===== src/hdl/magic_sequence_baud_scan_detector_defines.svh =====
// Assertion macros used by the detector core.
// Each macro takes a label, the clock and the active-low reset.
`ifndef MAGIC_SEQUENCE_BAUD_SCAN_DETECTOR_DEFINES_SVH
`define MAGIC_SEQUENCE_BAUD_SCAN_DETECTOR_DEFINES_SVH

`ifndef SYNTHESIS

// Condition holds at every edge outside reset
`define MSBD_ASSERT_ALWAYS(lbl, clk, rst_n, expr) \
	lbl: assert property (@(posedge clk) disable iff (!rst_n) (expr)) \
		else $error("assertion failed");

// Antecedent implies consequent in the same cycle
`define MSBD_ASSERT_SAME(lbl, clk, rst_n, ante, cons) \
	lbl: assert property (@(posedge clk) disable iff (!rst_n) (ante) |-> (cons)) \
		else $error("assertion failed");

// Antecedent implies consequent in the next cycle
`define MSBD_ASSERT_NEXT(lbl, clk, rst_n, ante, cons) \
	lbl: assert property (@(posedge clk) disable iff (!rst_n) (ante) |=> (cons)) \
		else $error("assertion failed");

`else

`define MSBD_ASSERT_ALWAYS(lbl, clk, rst_n, expr)
`define MSBD_ASSERT_SAME(lbl, clk, rst_n, ante, cons)
`define MSBD_ASSERT_NEXT(lbl, clk, rst_n, ante, cons)

`endif

`endif


===== src/hdl/msbd_pkg.sv =====
package msbd_pkg;

	localparam int MAGIC_W = 32;
	localparam int LEN_W   = 16;
	localparam int DIV_W   = 16;
	localparam int IDX_W   = 3;

	// Input item kinds
	typedef enum logic [1:0] {
		OP_START,
		OP_TICK,
		OP_BYTE
	} op_t;

	// Result event codes
	typedef enum logic [1:0] {
		EV_NONE,
		EV_NEXT_SLOT,
		EV_MATCHED,
		EV_TIMEOUT
	} event_t;

	// Configuration register indexes
	typedef enum logic [IDX_W-1:0] {
		REG_MAGIC_LOW,
		REG_MAGIC_HIGH,
		REG_WINDOW_MS,
		REG_DIV_SLOT0,
		REG_DIV_SLOT1,
		REG_DIV_SLOT2
	} reg_idx_t;

	// Register reset values
	localparam logic [MAGIC_W-1:0] RST_MAGIC_LOW  = 32'h5AA5_5AA5;
	localparam logic [MAGIC_W-1:0] RST_MAGIC_HIGH = 32'hA55A_A55A;
	localparam logic [LEN_W-1:0]   RST_WINDOW_MS  = 16'd500;
	localparam logic [DIV_W-1:0]   RST_DIV_SLOT0  = 16'd17;
	localparam logic [DIV_W-1:0]   RST_DIV_SLOT1  = 16'd139;
	localparam logic [DIV_W-1:0]   RST_DIV_SLOT2  = 16'd1667;

	// Decoded configuration handed to the datapath
	typedef struct packed {
		logic [MAGIC_W-1:0] magic_low;
		logic [MAGIC_W-1:0] magic_high;
		logic [LEN_W-1:0]   base_len;  // length of every slot but the last
		logic [LEN_W-1:0]   last_len;  // length of the last slot
		logic [DIV_W-1:0]   div0;
		logic [DIV_W-1:0]   div1;
		logic [DIV_W-1:0]   div2;
	} cfg_t;

	// One result item
	typedef struct packed {
		event_t           event_res;
		logic [DIV_W-1:0] baud_divisor;
		logic [1:0]       slot_index;
		logic             listening;
	} res_t;

	// Byte k of the 64-bit magic sequence, byte 0 lowest
	function automatic logic [7:0] magic_byte(input logic [2*MAGIC_W-1:0] magic,
	                                           input logic [2:0] k);
		return magic[{k, 3'b000} +: 8];
	endfunction

endpackage


===== src/hdl/magic_sequence_baud_scan_detector.sv =====
// Serial magic-sequence detector with a three-slot baud scan. A start item
// (tuser 0) opens a window of window_ms ticks; the first slots last
// window_ms/SLOT_COUNT ticks each and the last slot takes the rest. Tick
// items (tuser 1) advance the slot timer, byte items (tuser 2) are matched
// against the 8-byte magic sequence from magic_low/magic_high. Every input
// transaction yields exactly one result: event, divisor of the current
// slot (0 when idle), slot index and listening flag. One item is taken per
// clock while the result register can drain; the input register loads at
// the accepting edge and the state update fills the result register when
// the pipeline advances. A stalled result register holds the input
// register, which then holds off new input.
// Configuration writes are taken every cycle and must only be issued while
// no items are in flight.
module magic_sequence_baud_scan_detector
	import msbd_pkg::*;
#(
	parameter int MAGIC_LENGTH = 8,
	parameter int SLOT_COUNT   = 3
) (
	input  logic               clk,
	input  logic               arst_n,
	// input stream
	input  logic               s_axis_tvalid,
	output logic               s_axis_tready,
	input  logic [7:0]         s_axis_tdata,  // [7:0] rx_byte
	input  logic [1:0]         s_axis_tuser,  // [1:0] op
	// result stream
	output logic               m_axis_tvalid,
	input  logic               m_axis_tready,
	output logic [23:0]        m_axis_tdata,  // [15:0] baud_divisor, [17:16] slot_index,
	                                          // [18] listening, [23:19] zero
	output logic [1:0]         m_axis_tuser,  // [1:0] event_res
	// configuration writes
	input  logic               cfg_valid,
	output logic               cfg_ready,
	input  logic [IDX_W-1:0]   cfg_index,
	input  logic [MAGIC_W-1:0] cfg_data
);

	logic       v_s1;
	op_t        op_s1;
	logic [7:0] rx_s1;
	logic       out_valid_q;
	res_t       out_q;
	res_t       res;
	cfg_t       cfg;
	logic       adv, fire;

	assign cfg_ready = 1'b1;

	msbd_cfg #(
		.SLOT_COUNT (SLOT_COUNT)
	) u_cfg (
		.clk      (clk),
		.arst_n   (arst_n),
		.wr_en    (cfg_valid & cfg_ready),
		.wr_index (cfg_index),
		.wr_data  (cfg_data),
		.cfg      (cfg)
	);

	msbd_core #(
		.MAGIC_LENGTH (MAGIC_LENGTH),
		.SLOT_COUNT   (SLOT_COUNT)
	) u_core (
		.clk     (clk),
		.arst_n  (arst_n),
		.cfg     (cfg),
		.fire    (fire),
		.op      (op_s1),
		.rx_byte (rx_s1),
		.res     (res)
	);

	// Pipeline moves when the result register is free or being drained
	assign adv           = !out_valid_q || m_axis_tready;
	assign fire          = v_s1 && adv;
	assign s_axis_tready = !v_s1 || adv;

	// Input register
	always_ff @(posedge clk or negedge arst_n) begin
		if (!arst_n) begin
			v_s1 <= 1'b0;
		end else if (s_axis_tready) begin
			v_s1 <= s_axis_tvalid;
		end
	end

	always_ff @(posedge clk) begin
		if (s_axis_tvalid && s_axis_tready) begin
			op_s1 <= op_t'(s_axis_tuser);
			rx_s1 <= s_axis_tdata;
		end
	end

	// Result register
	always_ff @(posedge clk or negedge arst_n) begin
		if (!arst_n) begin
			out_valid_q <= 1'b0;
		end else if (adv) begin
			out_valid_q <= v_s1;
		end
	end

	always_ff @(posedge clk) begin
		if (fire) begin
			out_q <= res;
		end
	end

	assign m_axis_tvalid = out_valid_q;
	assign m_axis_tuser  = out_q.event_res;
	assign m_axis_tdata  = {5'b0, out_q.listening, out_q.slot_index, out_q.baud_divisor};

endmodule


===== src/hdl/msbd_cfg.sv =====
module msbd_cfg
	import msbd_pkg::*;
#(
	parameter int SLOT_COUNT = 3
) (
	input  logic                clk,
	input  logic                arst_n,
	input  logic                wr_en,
	input  logic [IDX_W-1:0]    wr_index,
	input  logic [MAGIC_W-1:0]  wr_data,
	output cfg_t                cfg
);

	// Reciprocal of the slot count, 17 fractional bits (exact for 16-bit values)
	localparam logic [17:0] RECIP = 18'((2**17 + SLOT_COUNT - 1) / SLOT_COUNT);
	localparam logic [LEN_W-1:0] RST_BASE = LEN_W'(RST_WINDOW_MS / SLOT_COUNT);

	logic [MAGIC_W-1:0] magic_low_q, magic_high_q;
	logic [LEN_W-1:0]   window_q, base_q;
	logic [DIV_W-1:0]   div0_q, div1_q, div2_q;
	logic [33:0]        quot_prod;
	logic [LEN_W-1:0]   wr_base;

	// window / SLOT_COUNT by reciprocal multiply, taken at write time
	assign quot_prod = 34'(wr_data[LEN_W-1:0]) * 34'(RECIP);
	assign wr_base   = quot_prod[32:17];

	// Register file
	always_ff @(posedge clk or negedge arst_n) begin
		if (!arst_n) begin
			magic_low_q  <= RST_MAGIC_LOW;
			magic_high_q <= RST_MAGIC_HIGH;
			window_q     <= RST_WINDOW_MS;
			base_q       <= RST_BASE;
			div0_q       <= RST_DIV_SLOT0;
			div1_q       <= RST_DIV_SLOT1;
			div2_q       <= RST_DIV_SLOT2;
		end else if (wr_en) begin
			unique case (wr_index)
				REG_MAGIC_LOW:  magic_low_q  <= wr_data;
				REG_MAGIC_HIGH: magic_high_q <= wr_data;
				REG_WINDOW_MS: begin
					window_q <= wr_data[LEN_W-1:0];
					base_q   <= wr_base;
				end
				REG_DIV_SLOT0:  div0_q <= wr_data[DIV_W-1:0];
				REG_DIV_SLOT1:  div1_q <= wr_data[DIV_W-1:0];
				REG_DIV_SLOT2:  div2_q <= wr_data[DIV_W-1:0];
				default: ;
			endcase
		end
	end

	// Last slot takes the remainder of the window
	always_comb begin
		cfg.magic_low  = magic_low_q;
		cfg.magic_high = magic_high_q;
		cfg.base_len   = base_q;
		cfg.last_len   = window_q - base_q * LEN_W'(SLOT_COUNT - 1);
		cfg.div0       = div0_q;
		cfg.div1       = div1_q;
		cfg.div2       = div2_q;
	end

endmodule


===== src/hdl/msbd_core.sv =====
`include "magic_sequence_baud_scan_detector_defines.svh"

module msbd_core
	import msbd_pkg::*;
#(
	parameter int MAGIC_LENGTH = 8,
	parameter int SLOT_COUNT   = 3
) (
	input  logic       clk,
	input  logic       arst_n,
	input  cfg_t       cfg,
	input  logic       fire,      // item in stage 1 moves to the result register
	input  op_t        op,
	input  logic [7:0] rx_byte,
	output res_t       res
);

	localparam int MC_W = $clog2(MAGIC_LENGTH + 1);

	logic            active_q, active_nxt;
	logic [1:0]      slot_q, slot_nxt;
	logic [LEN_W-1:0] elapsed_q, elapsed_nxt, elapsed_inc, len;
	logic [MC_W-1:0] count_q, count_nxt, count_inc;
	logic            last_slot;
	logic [7:0]      exp_byte, first_byte;
	event_t          ev;
	logic [DIV_W-1:0] div_sel;

	// Current slot length and magic byte lookups
	assign last_slot   = (3'({1'b0, slot_q}) + 3'd1) >= 3'(SLOT_COUNT);
	assign len         = last_slot ? cfg.last_len : cfg.base_len;
	assign elapsed_inc = (elapsed_q != {LEN_W{1'b1}}) ? elapsed_q + 1'b1 : elapsed_q;
	assign count_inc   = count_q + 1'b1;
	assign exp_byte    = magic_byte({cfg.magic_high, cfg.magic_low}, 3'(count_q));
	assign first_byte  = cfg.magic_low[7:0];

	// Next state and event for the item at hand
	always_comb begin
		active_nxt  = active_q;
		slot_nxt    = slot_q;
		elapsed_nxt = elapsed_q;
		count_nxt   = count_q;
		ev          = EV_NONE;
		case (op)
			OP_START: begin
				active_nxt  = 1'b1;
				slot_nxt    = '0;
				elapsed_nxt = '0;
				count_nxt   = '0;
			end
			OP_TICK: begin
				if (active_q) begin
					elapsed_nxt = elapsed_inc;
					if (elapsed_inc >= len) begin
						if (last_slot) begin
							active_nxt = 1'b0;
							ev         = EV_TIMEOUT;
						end else begin
							slot_nxt    = slot_q + 1'b1;
							elapsed_nxt = '0;
							count_nxt   = '0;
							ev          = EV_NEXT_SLOT;
						end
					end
				end
			end
			OP_BYTE: begin
				// a zero-length slot takes no byte
				if (active_q && (elapsed_q < len)) begin
					if (rx_byte == exp_byte) begin
						count_nxt = count_inc;
						if (count_inc >= MC_W'(MAGIC_LENGTH)) begin
							active_nxt = 1'b0;
							ev         = EV_MATCHED;
						end
					end else begin
						count_nxt = (rx_byte == first_byte) ? MC_W'(1) : '0;
					end
				end
			end
			default: ;
		endcase
	end

	// Divisor of the slot after the update
	always_comb begin
		case (slot_nxt)
			2'd0:    div_sel = cfg.div0;
			2'd1:    div_sel = cfg.div1;
			default: div_sel = cfg.div2;
		endcase
		res.event_res    = ev;
		res.baud_divisor = active_nxt ? div_sel : '0;
		res.slot_index   = slot_nxt;
		res.listening    = active_nxt;
	end

	// Detector state
	always_ff @(posedge clk or negedge arst_n) begin
		if (!arst_n) begin
			active_q  <= 1'b0;
			slot_q    <= '0;
			elapsed_q <= '0;
			count_q   <= '0;
		end else if (fire) begin
			active_q  <= active_nxt;
			slot_q    <= slot_nxt;
			elapsed_q <= elapsed_nxt;
			count_q   <= count_nxt;
		end
	end

	`MSBD_ASSERT_ALWAYS(a_slot_range, clk, arst_n, 3'({1'b0, slot_q}) < 3'(SLOT_COUNT))
	`MSBD_ASSERT_SAME(a_count_below_len, clk, arst_n, active_q, count_q < MC_W'(MAGIC_LENGTH))
	`MSBD_ASSERT_NEXT(a_start_clears, clk, arst_n, fire && (op == OP_START), active_q && (slot_q == 2'd0) && (elapsed_q == '0) && (count_q == '0))
	`MSBD_ASSERT_NEXT(a_idle_byte_holds, clk, arst_n, fire && (op == OP_BYTE) && !active_q, $stable(count_q) && !active_q)

endmodule


===== config.mk =====
export PLATFORM = sky130hd
export DESIGN_NAME = magic_sequence_baud_scan_detector
export DESIGN_NICKNAME = d
export VERILOG_FILES = /design/src/hdl/msbd_pkg.sv /design/src/hdl/magic_sequence_baud_scan_detector.sv /design/src/hdl/msbd_cfg.sv /design/src/hdl/msbd_core.sv
export VERILOG_INCLUDE_DIRS = /design/src /design/src/hdl
export SDC_FILE = /design/constraint.sdc
export NUM_CORES = 1
export LEC_CHECK = 0
export ABC_AREA = 1
export BUFFER_PORTS_ARGS = -buffer_cell sky130_fd_sc_hd__buf_4
export CAP_MARGIN = 20
export CORE_ASPECT_RATIO = 0.7
export CORE_MARGIN = 3
export CORE_UTILIZATION = 25
export DETAILED_ROUTE_END_ITERATION = 8
export GPL_TIMING_DRIVEN = 1
export HOLD_SLACK_MARGIN = 0.08
export SYNTH_ARGS = -nofsm -noshare
export SYNTH_HDL_FRONTEND = slang
export SYNTH_HIERARCHICAL = 1
export SYNTH_SLANG_ARGS = --single-unit
export TNS_END_PERCENT = 1

===== constraint.sdc =====
create_clock -name clk -period 6.31 [get_ports clk]
set_clock_uncertainty 0.2 [all_clocks]
set_input_delay 0 -clock clk [delete_from_list [all_inputs] [get_ports clk]]
set_output_delay 0 -clock clk [all_outputs]
set_load 0.01 [all_outputs]

==> flow_metrics.env, run 1 <==
export IMPL_cts_sinks=199
export IMPL_fin_ws_ns=1.22
export IMPL_ant_nets=0
export IMPL_dr_first_iter_drc_count=1369
export IMPL_critPathLaunchType="primary input"
export IMPL_drt_vias_per_instance=4.37
export IMPL_maxSlewViolCount=0
export IMPL_clk_latency_ns=0.46
export IMPL_place_ws_ns=1.37
export IMPL_grt_max_degree=65
export IMPL_required_ns=6.49
export IMPL_yosysSeqAreaShare_pct=31.5
export IMPL_syn_instance_count=2129
export IMPL_wl_microns=47500
export IMPL_yosys_warnings=6
export IMPL_synth_top_area_share_pct=17.4
export IMPL_critical_path_class="primary input to flop"
export IMPL_max_freq_mhz=197
export IMPL_status="completed"
export IMPL_ys_ff_latch=199
export IMPL_synth_most_common_cell="nand2_1"
export IMPL_avgSynthCellArea_sq_um=7.75
export IMPL_die_height_microns=221
export IMPL_hpwl_microns=36200
export IMPL_period_minus_slack_ns=5.09
export IMPL_synth_cell_area_sq_mm=0.0165
export IMPL_n_antenna_cell=0
export IMPL_hp_class="primary input to async pin"
export IMPL_critPathCaptureType="flop"
export IMPL_synthTopCellsByArea="dfrtp_1, ha_1, nand2_1, inv_1, fa_1"
export IMPL_cts_buffer_depth=2
export IMPL_total_power_uw=7910
export IMPL_drc_errors=0
export IMPL_cts_resized=0
export IMPL_cp_cell_sequence="dlygate4sd3_1 > buf_4 > ha_1 > xor2_1 > ha_1 > nor2_1 > fa_1 > fa_1 > fa_1 > inv_1 > fa_1 > ha_1 > a21oi_1 > o21bai_1 > inv_1 > nand2_1 > inv_1 > nand3_1 > nand2_1 > nand3_1 > o21ai_1"
export IMPL_max_slew_margin_pct=30.4
export IMPL_cts_buffers_inserted=17
export IMPL_synthToLayoutAreaGrowth_pct=17.5
export IMPL_powerDensity_mw_per_mm2=408
export IMPL_ys_top_cells_by_count="nand2_1, inv_1, ha_1"
export IMPL_grt_pass1_wl_microns=75500
export IMPL_cpMostUsedCell="fa_1"
export IMPL_setup_viol=0
export IMPL_p_leak_uw=0.0101
export IMPL_ys_flop_type="dfrtp_1"
export IMPL_fin_tns_setup_ns=0
export IMPL_gp_congestion=0.924
export IMPL_antenna_found_initial=0
export IMPL_initial_utilization_pct=25.4
export IMPL_grt_ovfl_total=0
export IMPL_grt_pass1_vias=13200
export IMPL_synth_edf_count=31
export IMPL_routedWlPerCell_microns=15.1
export IMPL_nFillCells=7040
export IMPL_rsz0062_at_grt="false"
export IMPL_grt_use_total_pct=13.8
export IMPL_htree_levels=4
export IMPL_core_sq_mm=0.0650
export IMPL_clk_pin_slew_ns=0.09
export IMPL_ys_types=47
export IMPL_rows=78
export IMPL_ioPinCount=79
export IMPL_yosys_area_top_type="dfrtp_1"
export IMPL_ir_drop_uv=302
export IMPL_cts_root_buffer="clkbuf_16"
export IMPL_drive_gt1_share_pct=9.93
export IMPL_vias=13700
export IMPL_cts_tree="yes"
export IMPL_fin_hold_ws_ns=0.131
export IMPL_finalNetCount=2564
export IMPL_hold_viol=0
export IMPL_dieArea_sq_mm=0.0692
export IMPL_tightest_slew_ns=1.04
export IMPL_min_period_over_period_pct=80.6
export IMPL_io_buffer_count=72
export IMPL_max_cap_violations=0
export IMPL_slowest_delay_ns=0.54
export IMPL_drtPass1Iterations=8
export IMPL_cp_max_fo=7
export IMPL_cpMaxStageDelayCell="dlygate4sd3_1"
export IMPL_chipWidth_microns=313
export IMPL_synthArstFlopShare_pct=84.4
export IMPL_critPathArrivalTime_ns=5.27
## flip-flops by register name (all words and copies together) (netlist names)
register / flops
u_cfg/magic_low_q: 32
u_cfg/div0_q: 16
u_cfg/div1_q: 16
rx_s1: 8
u_cfg/div2_q: 16
u_cfg/window_q: 16
u_core/elapsed_q: 16
u_core/count_q: 4
u_core/active_q: 1
u_cfg/magic_high_q: 32
u_cfg/base_q: 15
m_axis_tdata: 19
m_axis_tuser: 2
op_s1: 2
m_axis_tvalid: 1
u_core/slot_q: 2
v_s1: 1
## metal layers
metal  global-route usage, %  vias to the layer above  wire length [microns]
li1                        -                     6870                      -
met1                    22.0                     6392                  24900
met2                    18.4                      463                  18400
met3                    3.74                       19                   4020
met4                    1.81                        0                    294
met5                       0                        -                      0
## cells in the final DEF (no fill, tap or decap), drive strengths merged, types with 9 or more instances in the layout
cell and instances:
nor3 17, dfrtp 115, o21bai 9, xor2 27, fa 79, nand2 581
dlygate4sd3 66, edfxtp 31, buf 88, nand4 12, o21ai 166, xnor2 13
nor2 120, dfstp 53, a21oi 55, clkbuf 17, mux2i 15, nand3 130
inv 446, ha 183
## metrics by stage
step | std cells | util [%] | area (sq um)
final | 3145 | 29.8 | 19400
after global routing | 3145 | 29.8 | 19400
after CTS | 3138 | 29.6 | 19300
after detailed placement | 3042 | 27.6 | 18000
after global placement | 3042 | 27.6 | 18000
after floorplan | 2133 | - | 16500
## final cells by class
| type | count | area, sq um | share of cell area, % |
|---|---|---|---|
| multi-input cells | 1446 | 9390 | 48.5 |
| flip-flops and latches | 199 | 5200 | 26.8 |
| inverters | 434 | 1630 | 8.42 |
| repair buffers | 154 | 1410 | 7.28 |
| well taps | 880 | 1100 | 5.68 |
| clock buffers | 17 | 425 | 2.20 |
| clock inverters | 15 | 216 | 1.12 |
## worst max-delay path, delay by kind of cell
| kind | cells | cell delay [ns] |
|---|---|---|
| simple gates | 5 | 0.55 |
| compound gates | 3 | 0.60 |
| xor+xnor | 1 | 0.21 |
| fa+ha+maj | 7 | 2.98 |
| buf+inv | 5 | 0.90 |
## cells by family after synthesis
group                      count (synthesis)  share of synthesized area [%]
AOI/OAI and AO/OA                        250                           8.15
and+or+nand+nor                          872                           22.0
buffers and inverters                    488                           11.7
xor gates and xnor gates                  40                           2.12
muxes                                     15                          0.910
adders and majority gates                262                           23.5
DFF                                      199                           31.5
other                                      3                         0.0683
## path summary, 6_finish.rpt
kind / startpoint / cells past startpoint / slack, ns / end
setup reg to reg: u_cfg/base_q[0] / 24 / 1.67 / m_axis_tdata[4]
hold / removal: arst_n / 2 / 0.13 / u_cfg/magic_high_q[17]
max in group asynchronous: arst_n / 3 / 5.10 / u_core/count_q[1]
min in group clk: cfg_data[23] / 4 / 0.14 / u_cfg/magic_low_q[23]
hold reg to reg: u_cfg/div0_q[7] / 2 / 0.29 / u_cfg/div0_q[7]
setup / recovery: cfg_data[2] / 21 / 1.22 / u_cfg/base_q[4]
## repair_timing
action                    in CTS  in global routing
buffers inserted               0                  0
hold endpoints to repair     262                 22
hold buffers                  64                  3
## power by group
group | internal, uW | switching (uW)
sequential | 1590 | 164
combinational | 1760 | 3200
clock | 564 | 626
total | 3920 | 3990
Power figures use the tool's default switching activity.
==> run 2, diff against run 1 <==
==> constraint.sdc (replaced) <==
create_clock -name clk -period 4.2 [get_ports clk]
set_clock_uncertainty 0.2 [all_clocks]
set_input_delay 0 -clock clk [delete_from_list [all_inputs] [get_ports clk]]
set_output_delay 0 -clock clk [all_outputs]
set_load 0.01 [all_outputs]
==> flow_metrics.env, run 2 (same netlist as run 1, synthesis figures left out) <==
export IMPL_grt_busiest_layer="met1"
export IMPL_critPathCaptureType="flop"
export IMPL_drtPass1Iterations=5
export IMPL_cts_tree="yes"
export IMPL_dieArea_sq_mm=0.0692
export IMPL_finalNetCount=2747
export IMPL_clk_pin_slew_ns=0.08
export IMPL_ir_drop_uv=664
export IMPL_critical_path_class="flop to flop"
export IMPL_cts_buffers_inserted=17
export IMPL_finalNonFillerCells=3329
export IMPL_clk_latency_ns=0.46
export IMPL_tightest_slew_ns=1.06
export IMPL_use_met2_pct=19.4
export IMPL_antenna_found_initial=2
export IMPL_drt_vias_per_instance=4.24
export IMPL_grt_pass1_vias=13600
export IMPL_hold_viol=0
export IMPL_cts_buffer_depth=2
export IMPL_dr_first_iter_drc_count=1110
export IMPL_max_freq_mhz=240
export IMPL_period_minus_slack_ns=4.17
export IMPL_grt_use_total_pct=13.7
export IMPL_final_util_pct=32.9
export IMPL_htree_levels=4
export IMPL_layout_common_cells="nand2_1, inv_1, buf_4"
export IMPL_rsz0062_at_grt="true"
export IMPL_hp_start="s_axis_tuser[0]"
export IMPL_wl_microns=47800
export IMPL_vias=14100
export IMPL_max_cap_violations=0
export IMPL_drive_gt1_share_pct=20.7
export IMPL_gp_congestion=0.900
export IMPL_setup_viol=0
export IMPL_cts_sinks=199
export IMPL_maxSlewViolCount=0
export IMPL_status="completed"
export IMPL_rows=78
export IMPL_chipWidth_microns=313
export IMPL_cts_root_buffer="clkbuf_16"
export IMPL_die_height_microns=221
export IMPL_synthToLayoutAreaGrowth_pct=29.6
export IMPL_reg2reg_from="u_cfg/base_q[1]"
export IMPL_numPlacedInstances=3210
export IMPL_grtUsageMet1_pct=21.6
export IMPL_core_sq_mm=0.0650
export IMPL_hpwl_microns=36600
export IMPL_required_ns=4.32
export IMPL_routedWlPerCell_microns=14.4
export IMPL_critPathLaunchType="flop"
export IMPL_layout_commonest_cell="nand2_1"
export IMPL_p_leak_uw=0.0111
export IMPL_critPathArrivalTime_ns=4.29
export IMPL_initial_utilization_pct=25.4
export IMPL_ioPinCount=79
export IMPL_grt_max_degree=109
export IMPL_grt_ovfl_total=0
export IMPL_hp_class="primary input to flop"
export IMPL_fin_tns_setup_ns=0
export IMPL_drc_errors=0
export IMPL_grt_use_met3_pct=2.72
export IMPL_grt_pass1_wl_microns=75300
export IMPL_powerDensity_mw_per_mm2=642
export IMPL_ant_nets=0
export IMPL_cp_max_fo=8
export IMPL_max_slew_margin_pct=29.3
export IMPL_nFillCells=6920
export IMPL_io_buffer_count=72
export IMPL_min_period_over_period_pct=99.2
export IMPL_crit_start="u_cfg/base_q[1]"
run 2: final timing paths:
check / end / slack, ns / depth (start not counted)
worst min-delay path: op_s1[0] / 0.09 / 2
max in group asynchronous: u_cfg/div2_q[15] / 2.60 / 4
min in group asynchronous: u_cfg/div2_q[10] / 0.57 / 3
worst min register to register: u_cfg/magic_high_q[7] / 0.29 / 2
worst max-delay path: m_axis_tdata[3] / 0.03 / 27
worst max register to register: m_axis_tdata[3] / 0.03 / 27
run 2: stage by stage:
step	hold WS, ns	total power [uW]	cell area (sq um)	setup slack [ns]
4_1_cts	0.0888	13000	20800	-0.0325
2_1_floorplan	-0.496	8210	16500	-0.0164
5_1_grt	0.0908	15100	21400	-0.190
6_report	0.0881	13700	21400	0.0343
3_3_place_gp	-0.175	11100	19300	-0.512
3_5_place_dp	-0.173	11100	19300	-0.498
run 2: critical path, cell delays in order, from the launching register on:
cell	delay (ns)
dfstp_2	0.58
inv_1	0.06
ha_1	0.29
nand3b_1	0.09
nand2_1	0.09
a21oi_2	0.20
inv_2	0.05
nand2_1	0.05
nand2_1	0.07
nand2_1	0.06
nand2_1	0.06
xor2_1	0.14
mux2i_1	0.22
ha_1	0.29
nand2_2	0.10
nor2_1	0.06
a21oi_2	0.19
nand3_4	0.13
nand2_4	0.10
nand2_4	0.05
buf_6	0.11
a21oi_4	0.25
buf_12	0.18
nand3_2	0.06
nand2_1	0.06
nor2_1	0.04
nor2_1	0.10
buf_4	0.16
run 2: what timing repair did:
item,CTS,global route
hold buffers,61,2
setup endpoints to repair,19,48
resized for setup,32,83
buffers inserted,14,9
hold endpoints to repair,305,6
cloned,0,1
pin swaps,24,54
run 2: final cells by class:
| type | count | area, sq um | share of cell area (%) |
|---|---|---|---|
| multi-input cells | 1446 | 9980 | 46.7 |
| flip-flops and latches | 199 | 5200 | 24.3 |
| repair buffers | 337 | 2850 | 13.3 |
| inverters | 434 | 1630 | 7.63 |
| well taps | 880 | 1100 | 5.15 |
| clock buffers | 18 | 429 | 2.01 |
| clock inverters | 14 | 174 | 0.814 |
| diodes | 1 | 2.50 | 0.0117 |
run 2: where the power goes:
group	total, uW	switching [uW]	internal, uW
Clock	1670	861	813
Combinational	9460	5380	4080
Sequential	2590	205	2390
run 2: per-layer routing:
layer / vias to the layer above / part of all wire [%]
li1: 7251 / -
met1: 6575 / 53
met2: 279 / 41
met3: 22 / 5.7
met4: 0 / 0.64
met5: - / 0
==> run 3, diff against run 2 <==
--- a/config.mk
+++ b/config.mk
@@ -6,7 +6,6 @@
 export SDC_FILE = /design/constraint.sdc
 export NUM_CORES = 1
 export LEC_CHECK = 0
-export ABC_AREA = 1
 export BUFFER_PORTS_ARGS = -buffer_cell sky130_fd_sc_hd__buf_4
 export CAP_MARGIN = 20
 export CORE_ASPECT_RATIO = 0.7
==> flow_metrics.env, run 3 <==
export IMPL_grt_max_degree=100
export IMPL_antenna_found_initial=1
export IMPL_drt_met1_wl_microns=23300
export IMPL_syn_instance_count=1417
export IMPL_cpMaxStageDelayCell="fa_1"
export IMPL_rows=75
export IMPL_maxSlewViolCount=0
export IMPL_cts_tree="yes"
export IMPL_synth_edf_count=31
export IMPL_dr_wl_met3_microns=3070
export IMPL_required_ns=4.32
export IMPL_wl_microns=46700
export IMPL_n_antenna_cell=0
export IMPL_grt_use_total_pct=14.7
export IMPL_chipWidth_microns=301
export IMPL_vias=12100
export IMPL_core_sq_mm=0.0602
export IMPL_ir_drop_uv=472
export IMPL_multiInputGateArea_sq_mm=0.00997
export IMPL_critical_path_class="primary input to flop"
export IMPL_numPlacedInstances=2488
export IMPL_yosysSeqAreaShare_pct=34.1
export IMPL_slowest_delay_ns=0.56
export IMPL_finalNetCount=2090
export IMPL_min_period_over_period_pct=116
export IMPL_hold_viol=0
export IMPL_cts_buffer_depth=2
export IMPL_nFillCells=5851
export IMPL_ant_nets=0
export IMPL_cp_cell_sequence="buf_4 > ha_4 > xor2_4 > ha_4 > inv_2 > fa_1 > fa_1 > fa_1 > inv_1 > fa_1 > ha_4 > buf_4 > a21oi_2 > a21oi_2 > a31oi_2 > o21ai_4 > a2111oi_4 > o31ai_2 > buf_4 > a2111oi_4 > a211oi_2"
export IMPL_synthArstFlopShare_pct=84.4
export IMPL_drc_errors=0
export IMPL_hpwl_microns=35200
export IMPL_dieArea_sq_mm=0.0641
export IMPL_tightest_slew_ns=1.05
export IMPL_seqCellArea_sq_mm=0.00520
export IMPL_ioPinCount=79
export IMPL_synthToLayoutAreaGrowth_pct=37.1
export IMPL_setup_viol=58
export IMPL_clk_latency_ns=0.45
export IMPL_ys_types=73
export IMPL_fin_ws_ns=-0.689
export IMPL_max_slew_margin_pct=29.7
export IMPL_reg2reg_from="u_cfg/base_q[1]"
export IMPL_wl_met2_microns=19800
export IMPL_dr_first_iter_drc_count=839
export IMPL_period_minus_slack_ns=4.89
export IMPL_fin_hold_ws_ns=0.0931
export IMPL_failed_checks="setup timing"
export IMPL_layout_common_cells="buf_4, inv_1, ha_1"
export IMPL_critPathLaunchType="primary input"
export IMPL_synth_most_common_cell="inv_1"
export IMPL_status="finished, violations left"
export IMPL_cts_sinks=199
export IMPL_gp_congestion=0.919
export IMPL_ys_ff_latch=199
export IMPL_die_height_microns=213
export IMPL_max_freq_mhz=205
export IMPL_synth_cell_area_sq_mm=0.0153
export IMPL_drtPass1Iterations=7
export IMPL_routedWlPerCell_microns=18.0
export IMPL_max_cap_violations=0
export IMPL_powerDensity_mw_per_mm2=679
export IMPL_hp_class="primary input to async pin"
export IMPL_clk_pin_slew_ns=0.09
export IMPL_critPathArrivalTime_ns=5.01
export IMPL_initial_utilization_pct=25.4
export IMPL_p_leak_uw=0.00981
export IMPL_ys_top_cells_by_count="inv_1, ha_1, dfrtp_1"
export IMPL_grt_ovfl_total=0
export IMPL_io_buffer_count=72
export IMPL_ys_flop_type="dfrtp_1"
export IMPL_finalNonFillerCells=2599
export IMPL_cts_root_buffer="clkbuf_16"
export IMPL_yosys_warnings=6
export IMPL_htree_levels=4
export IMPL_cts_buffers_inserted=17
export IMPL_cp_max_fo=4
export IMPL_synth_top_area_share_pct=18.9
export IMPL_critPathCaptureType="flop"
export IMPL_cpMostUsedCell="fa_1"
export IMPL_avgSynthCellArea_sq_um=10.8
export IMPL_layout_commonest_cell="buf_4"
export IMPL_synthTopCellsByArea="dfrtp_1, ha_1, fa_1, dfstp_2, mux2_2"
export IMPL_rsz0062_at_grt="true"
export IMPL_drive_gt1_share_pct=37.4
export IMPL_highest_layer="met4"
export IMPL_grt_pass1_vias=12500
export IMPL_crit_start="cfg_data[3]"
export IMPL_drt_vias_per_instance=4.66
export IMPL_yosys_area_top_type="dfrtp_1"
export IMPL_grt_pass1_wl_microns=72900
==> run 3: layout make-up <==
type | count | share of cell area [%]
well taps | 808 | 4.84
repair buffers | 388 | 15.7
inverters | 214 | 3.84
clock inverters | 15 | 1.02
multi-input cells | 958 | 47.7
clock buffers | 17 | 2.03
flip-flops and latches | 199 | 24.9
==> run 3: power breakdown <==
group | internal [uW] | switching [uW] | total [uW]
sequential | 2440 | 266 | 2710
combinational | 5050 | 4650 | 9710
clock | 849 | 938 | 1790
total | 8340 | 5860 | 14200
==> run 3: kinds of logic (layout without fill, tap and decap cells) <==
| logic type | Yosys count | after routing | share of synthesized area [%] |
|---|---|---|---|
| AO/OA/AOI/OAI | 233 | 235 | 10.1 |
| buffers and inverters | 266 | 634 | 6.87 |
| multiplexers | 146 | 146 | 11.9 |
| XOR/XNOR | 57 | 57 | 3.27 |
| AND/OR/NAND/NOR | 251 | 251 | 8.34 |
| adder cells (fa/ha/maj) | 262 | 262 | 25.4 |
| flip-flops | 199 | 199 | 34.1 |
| other | 3 | 7 | 0.0738 |
==> run 3: through the flow <==
step	power [uW]	setup TNS (ns)	instance area [sq um]	setup slack (ns)	util [%]
after floorplan	7420	-20.77	15500	-0.807	-
after global routing	15300	-34.27	20900	-0.821	34.8
after detailed placement	11200	-54.07	18700	-1.37	31.1
final	14200	-20.67	20900	-0.689	34.8
after global placement	11000	-46.69	18700	-1.29	31.1
after CTS	14000	-18.20	20700	-0.609	34.5
==> run 3: repair_timing <==
item / in CTS / in global routing
resized for setup: 128 / 34
buffers inserted: 11 / 0
pin swaps: 79 / 15
cloned: 3 / 0
hold buffers: 65 / 1
setup endpoints to repair: 59 / 59
endpoints found under the hold margin: 230 / 6
==> run 3: worst max-delay path: cells and delay by family <==
| kind | cells | cell delay [ns] |
|---|---|---|
| buf+inv | 5 | 0.53 |
| xor+xnor | 1 | 0.16 |
| fa+ha+maj | 7 | 2.75 |
| compound gates | 8 | 1.56 |
==> run 3: worst paths after layout <==
path | end | slack, ns | depth (start not counted)
max | u_cfg/base_q[13] | -0.69 | 21
max in group asynchronous | u_cfg/magic_high_q[10] | 3.09 | 3
max reg2reg | m_axis_tdata[12] | -0.53 | 20
min | u_cfg/base_q[5] | 0.09 | 2
min in group clk | u_cfg/window_q[15] | 0.09 | 5
min reg2reg | u_cfg/div2_q[15] | 0.29 | 2
==> run 3: metal layers <==
layer	GRT usage [%]	up-vias
met5	0	-
met1	22.0	6094
met2	21.6	343
li1	-	5646
met3	3.39	32
met4	2.70	0
